**config.mk**
```make
export PLATFORM = sky130hd
export DESIGN_NAME = hsa_ctrl
export DESIGN_NICKNAME = d
export VERILOG_FILES = /design/src/rtl/core/hsa_pkg.sv /design/src/rtl/core/hsa_ctrl.sv
export SDC_FILE = /design/constraint.sdc
export NUM_CORES = 1
export LEC_CHECK = 0
export ABC_CLOCK_PERIOD_IN_PS = 3050
export BUFFER_PORTS_ARGS = -buffer_cell sky130_fd_sc_hd__buf_4
export CORE_AREA = 4 4 41 43
export DETAILED_ROUTE_END_ITERATION = 16
export DIE_AREA = 0 0 45 47
export PLACE_DENSITY = 0.42
export SETUP_SLACK_MARGIN = 0.5
export SYNTH_ARGS = -nofsm -noshare
export SYNTH_HDL_FRONTEND = slang
export SYNTH_SLANG_ARGS = --single-unit
```
**constraint.sdc**
```tcl
create_clock -name clk -period 3.05 [get_ports clk]
set_clock_uncertainty 0.05 [all_clocks]
set_input_delay 0 -clock clk [delete_from_list [all_inputs] [get_ports clk]]
set_output_delay 0 -clock clk [all_outputs]
set_load 0.005 [all_outputs]
```
**src/rtl/core/hsa_pkg.sv**
```systemverilog
`timescale 1ns / 1ps
// ----------------------------------------------------------------------------
// hsa_pkg: handle slot allocator shared types and constants
// Request codes, beat payloads and the command/status bundles that join the
// controller to the datapath.
// ----------------------------------------------------------------------------
package hsa_pkg;

	// request codes
	localparam logic [1:0] REQ_ALLOC   = 2'd0;
	localparam logic [1:0] REQ_LOOKUP  = 2'd1;
	localparam logic [1:0] REQ_RELEASE = 2'd2;
	localparam logic [1:0] REQ_POLL    = 2'd3;

	localparam int HANDLE_BASE = 3;   // handles 0..2 are reserved
	localparam int HANDLE_W    = 9;   // width of a returned handle
	localparam int FIELD_W     = 32;  // width of flag and token fields
	localparam int WORD_W      = 32;  // used-bit row width
	localparam int BIT_W       = 5;   // log2 of WORD_W

	typedef struct packed {
		logic [1:0]          req_type;
		logic signed [31:0]  handle_in;
		logic [FIELD_W-1:0]  flags_in;
		logic [FIELD_W-1:0]  ops_ref;
		logic [FIELD_W-1:0]  poll_ref;
		logic [FIELD_W-1:0]  ctx_ref;
	} req_t;

	typedef struct packed {
		logic                ok;
		logic [HANDLE_W-1:0] handle_out;
		logic [FIELD_W-1:0]  flags_out;
		logic [FIELD_W-1:0]  ops_ref_out;
		logic [FIELD_W-1:0]  poll_ref_out;
		logic [FIELD_W-1:0]  ctx_ref_out;
	} rsp_t;

	// controller to datapath
	typedef struct packed {
		logic clr_wr;   // clear one used-bit row
		logic load;     // capture request beat
		logic rd;       // issue table reads
		logic fail;     // result is a failure
		logic commit;   // finish request with read data
		logic advance;  // step scan to next row
		logic resp;     // move result into output register
	} ctl_cmd_t;

	// datapath to controller
	typedef struct packed {
		logic clr_last;  // clearing the last row
		logic alloc;     // held request is an alloc
		logic full;      // every slot in use
		logic hdl_ok;    // held handle names a slot
		logic found;     // free slot in row (alloc) or slot in use (others)
		logic out_free;  // output register can take a result
	} ctl_sts_t;

endpackage

```
**src/rtl/core/hsa_ctrl.sv**
```systemverilog
`timescale 1ns / 1ps
// ----------------------------------------------------------------------------
// hsa_ctrl: request sequencer
// Clears the used-bit table after reset, then steps each request through
// read, evaluate and response.
// ----------------------------------------------------------------------------
module hsa_ctrl (
	input  logic             clk,
	input  logic             arst_n,
	input  logic             in_valid,
	output logic             in_ready,
	input  hsa_pkg::ctl_sts_t sts,
	output hsa_pkg::ctl_cmd_t cmd
);
	import hsa_pkg::*;

	localparam logic [2:0] S_CLEAR = 3'd0;
	localparam logic [2:0] S_IDLE  = 3'd1;
	localparam logic [2:0] S_READ  = 3'd2;
	localparam logic [2:0] S_EVAL  = 3'd3;
	localparam logic [2:0] S_RESP  = 3'd4;

	logic [2:0] state_q;
	logic [2:0] state_d;

	// next state and commands
	always_comb begin
		state_d  = state_q;
		cmd      = '0;
		in_ready = 1'b0;
		unique case (state_q)
			S_CLEAR: begin
				cmd.clr_wr = 1'b1;
				if (sts.clr_last) begin
					state_d = S_IDLE;
				end
			end
			S_IDLE: begin
				in_ready = 1'b1;
				if (in_valid) begin
					cmd.load = 1'b1;
					state_d  = S_READ;
				end
			end
			S_READ: begin
				if ((sts.alloc && sts.full) || (!sts.alloc && !sts.hdl_ok)) begin
					cmd.fail = 1'b1;
					state_d  = S_RESP;
				end else begin
					cmd.rd  = 1'b1;
					state_d = S_EVAL;
				end
			end
			S_EVAL: begin
				if (sts.alloc && !sts.found) begin
					cmd.advance = 1'b1;
					state_d     = S_READ;
				end else begin
					cmd.commit = 1'b1;
					state_d    = S_RESP;
				end
			end
			S_RESP: begin
				if (sts.out_free) begin
					cmd.resp = 1'b1;
					state_d  = S_IDLE;
				end
			end
			default: begin
				state_d = S_CLEAR;
			end
		endcase
	end

	always_ff @(posedge clk or negedge arst_n) begin
		if (!arst_n) begin
			state_q <= S_CLEAR;
		end else begin
			state_q <= state_d;
		end
	end

endmodule

```
==> impl_metrics.env <==
export IMPL_critPathArrivalTime_ns=1.39
export IMPL_cts_htree_levels=1
export IMPL_cp_start_kind="flip-flop"
export IMPL_min_delay_start="in_valid"
export IMPL_crit_type="reg -> out"
export IMPL_yosysWarnings=0
export IMPL_r2r_setup_slack_ns=1.76
export IMPL_powerDensity_mw_per_mm2=743
export IMPL_regMostFlops="state_q"
export IMPL_crit_required_ns=3.00
export IMPL_cap_violations=0
export IMPL_grt_pass1_wl_mm=1.16
export IMPL_cts_clk_slew_worst_paths_ns=0.04
export IMPL_insertion_delay_ns=0.23
export IMPL_wl_per_cell_um=10.3
export IMPL_largest_reg_flops=3
export IMPL_synth_compound_area_frac=0.128
export IMPL_die_y_um=47
export IMPL_via_per_inst=4.51
export IMPL_cpPeakStageDelay_ns=0.45
export IMPL_max_freq_mhz=693
export IMPL_nFillCells=148
export IMPL_dpl_hpwl_um=564
export IMPL_ys_ff_latch=3
export IMPL_worstHoldEndpoint="state_q[0]"
export IMPL_syn_nets=39
export IMPL_avgSynthCellArea_sq_um=8.17
export IMPL_die_area_sq_mm=0.00212
export IMPL_synthAdderAreaFrac=0
export IMPL_synth_mux_area_frac=0.0459
export IMPL_grt_max_degree=10
export IMPL_drtIter0Drc=3
export IMPL_tritoncts="yes"
export IMPL_top_regs="state_q (3)"
export IMPL_busiest_layer="met2"
export IMPL_ant_nets=0
export IMPL_synthTopCellsByArea="dfrtp_1 31%, nor2b_1 10%, nor3_1 6.1%"
export IMPL_grt_overflow=0
export IMPL_final_common_cell="buf_4"
export IMPL_ios=17
export IMPL_grt_pass1_vias=304
export IMPL_hold_class="in -> reg"
export IMPL_synth_edff_count=0
export IMPL_tns_ns=0
export IMPL_synthCells=30
export IMPL_synthArstFlopShare=1.00
export IMPL_synth_area_leader_cell="dfrtp_1"
export IMPL_clock_sinks=3
export IMPL_fin_crit_sh=0.473
export IMPL_p_leak_nw=0.208
export IMPL_place_congestion=0.673
export IMPL_hold_depth=3
export IMPL_finalSetupViolCount=0
export IMPL_r2r_start="state_q[0]"
export IMPL_numCtsBuffers=3
export IMPL_path_max_fanout=9
export IMPL_grt_usage=0.0719
export IMPL_drive_gt1_frac=0.440
export IMPL_antenna_found_initial=0
export IMPL_synth_xor_area_frac=0
export IMPL_max_slew_worst_pin_slew_ns=0.298
export IMPL_slew_headroom=0.799
export IMPL_r2r_end="state_q[0]"
export IMPL_internal_power_w=0.000192
export IMPL_use_met1=0.0820
export IMPL_final_core_util=0.319
export IMPL_root_buffer="clkbuf_4"
export IMPL_r2r_cells=3
export IMPL_rows=13
export IMPL_core_sq_mm=0.00130
export IMPL_slowest_stage="dfrtp_1"
export IMPL_start_util=0.188
export IMPL_ys_types=20
export IMPL_outcome="complete, no violations"
export IMPL_port_buffers=16
export IMPL_final_cell_mix="16 x buf_4, 4 x nor2b_1, 3 x nor3_1, 3 x clkbuf_4, 3 x dfrtp_1"
export IMPL_die_x_um=45
export IMPL_drc=0
export IMPL_diodes=0
export IMPL_fin_nets=60
export IMPL_wl_um=671
export IMPL_drv_slew=0
export IMPL_ys_flop_type="dfrtp_1"
export IMPL_synth_top_cell_area_share=0.306
export IMPL_pre_cts_ws_ns=1.78
export IMPL_cts_path_max_buffers=2
export IMPL_dr_pass1_iters=4
export IMPL_hold_viol_final=0
export IMPL_grt_met3_usage=0.0153
export IMPL_netSwitchingPower_w=0.000116
export IMPL_synth_simple_area_share=0.454
export IMPL_cts_resized=0
export IMPL_power_share_clock=0.216
export IMPL_p_comb_frac=0.485
export IMPL_path_cells="nand2b_1 -> nor4_2 -> buf_4"
export IMPL_num_vias=293
export IMPL_end_kind="primary output"
export IMPL_max_vdd_ir_drop_mv=0.198
export IMPL_syn_area_sq_um=245
export IMPL_rsz0062_at_grt="no"
export IMPL_area_delta_synth_final_pct=69.4
export IMPL_layout_setup_ws_ns=1.61
export IMPL_grt_use_met2=0.136
export IMPL_ys_seq_area_frac=0.306
export IMPL_fin_crit_ns=1.44
export IMPL_synth_top_family_by_area="simple AND/OR/NAND/NOR gates"
export IMPL_switching_share=0.377
export IMPL_seq_power_share=0.300
## stage by stage
| step | hold slack, ns | total power [W] | cell area [sq um] | cells |
|---|---|---|---|---|
| after floorplan | -0.346 | 0.000170 | 245 | 30 |
| after global placement | -0.258 | 0.000246 | 379 | 60 |
| after detailed placement | -0.261 | 0.000243 | 379 | 60 |
| after CTS | 0.0206 | 0.000313 | 415 | 65 |
| after global routing | 0.0448 | 0.000341 | 415 | 65 |
| final | 0.0269 | 0.000309 | 415 | 65 |
## worst max-delay path by stage
stage	from	endpoint	depth (start not counted)
floorplan	state_q[2]	state_q[2]	4
global placement	state_q[0]	state_q[0]	3
detailed placement	state_q[0]	state_q[0]	3
CTS	state_q[2]	cmd[3]	3
global route	state_q[2]	cmd[3]	3
finish	state_q[2]	cmd[3]	3
## per-layer routing
metal	vias up	routed length (um)
met1	136	281
met3	0	56
met4	0	0
met2	9	333
li1	148	-
met5	-	0
## layout make-up
type | count | area [sq um] | share of cell area
multi-input combinational | 23 | 154 | 0.370
clock buffer | 4 | 26.3 | 0.0633
inverter | 3 | 11.3 | 0.0271
sequential | 3 | 75.1 | 0.181
tap | 15 | 18.8 | 0.0452
timing repair buffer | 17 | 130 | 0.313
## synthesized netlist by cell type (2+ instances only)
| master | n |
|---|---|
| nor3_1 | 3 |
| o211ai_1 | 2 |
| inv_1 | 2 |
| dfrtp_1 | 3 |
| nand3_1 | 2 |
| nor2b_1 | 4 |
## what timing repair did
action,4_1_cts,5_1_grt
setup buffers,0,0
hold buffers,1,0
setup endpoints to repair,0,0
endpoints found under the hold margin,3,0
## critical path, delay by kind of cell, from the launching register on
family | cells | cell delay [ns]
buffers and inverters | 1 | 0.17
DFF | 1 | 0.45
and+or+nand+nor | 2 | 0.55
## power groups by stage
stage                     clock network, W  logic [W]  registers (W)
after floorplan                          0  0.0000929      0.0000768
after global placement                   0   0.000151      0.0000945
after detailed placement                 0   0.000150      0.0000928
after CTS                        0.0000686   0.000152      0.0000924
after global routing             0.0000745   0.000165       0.000101
final                            0.0000667   0.000150      0.0000925
## logic make-up (layout without fill, tap and decap cells)
| kind of cell | after synthesis | after routing |
|---|---|---|
| DFF | 3 | 3 |
| muxes | 1 | 1 |
| AOI/OAI and AO/OA | 4 | 4 |
| and+or+nand+nor | 18 | 18 |
| buffers and inverters | 4 | 24 |
Power figures use the tool's default switching activity.
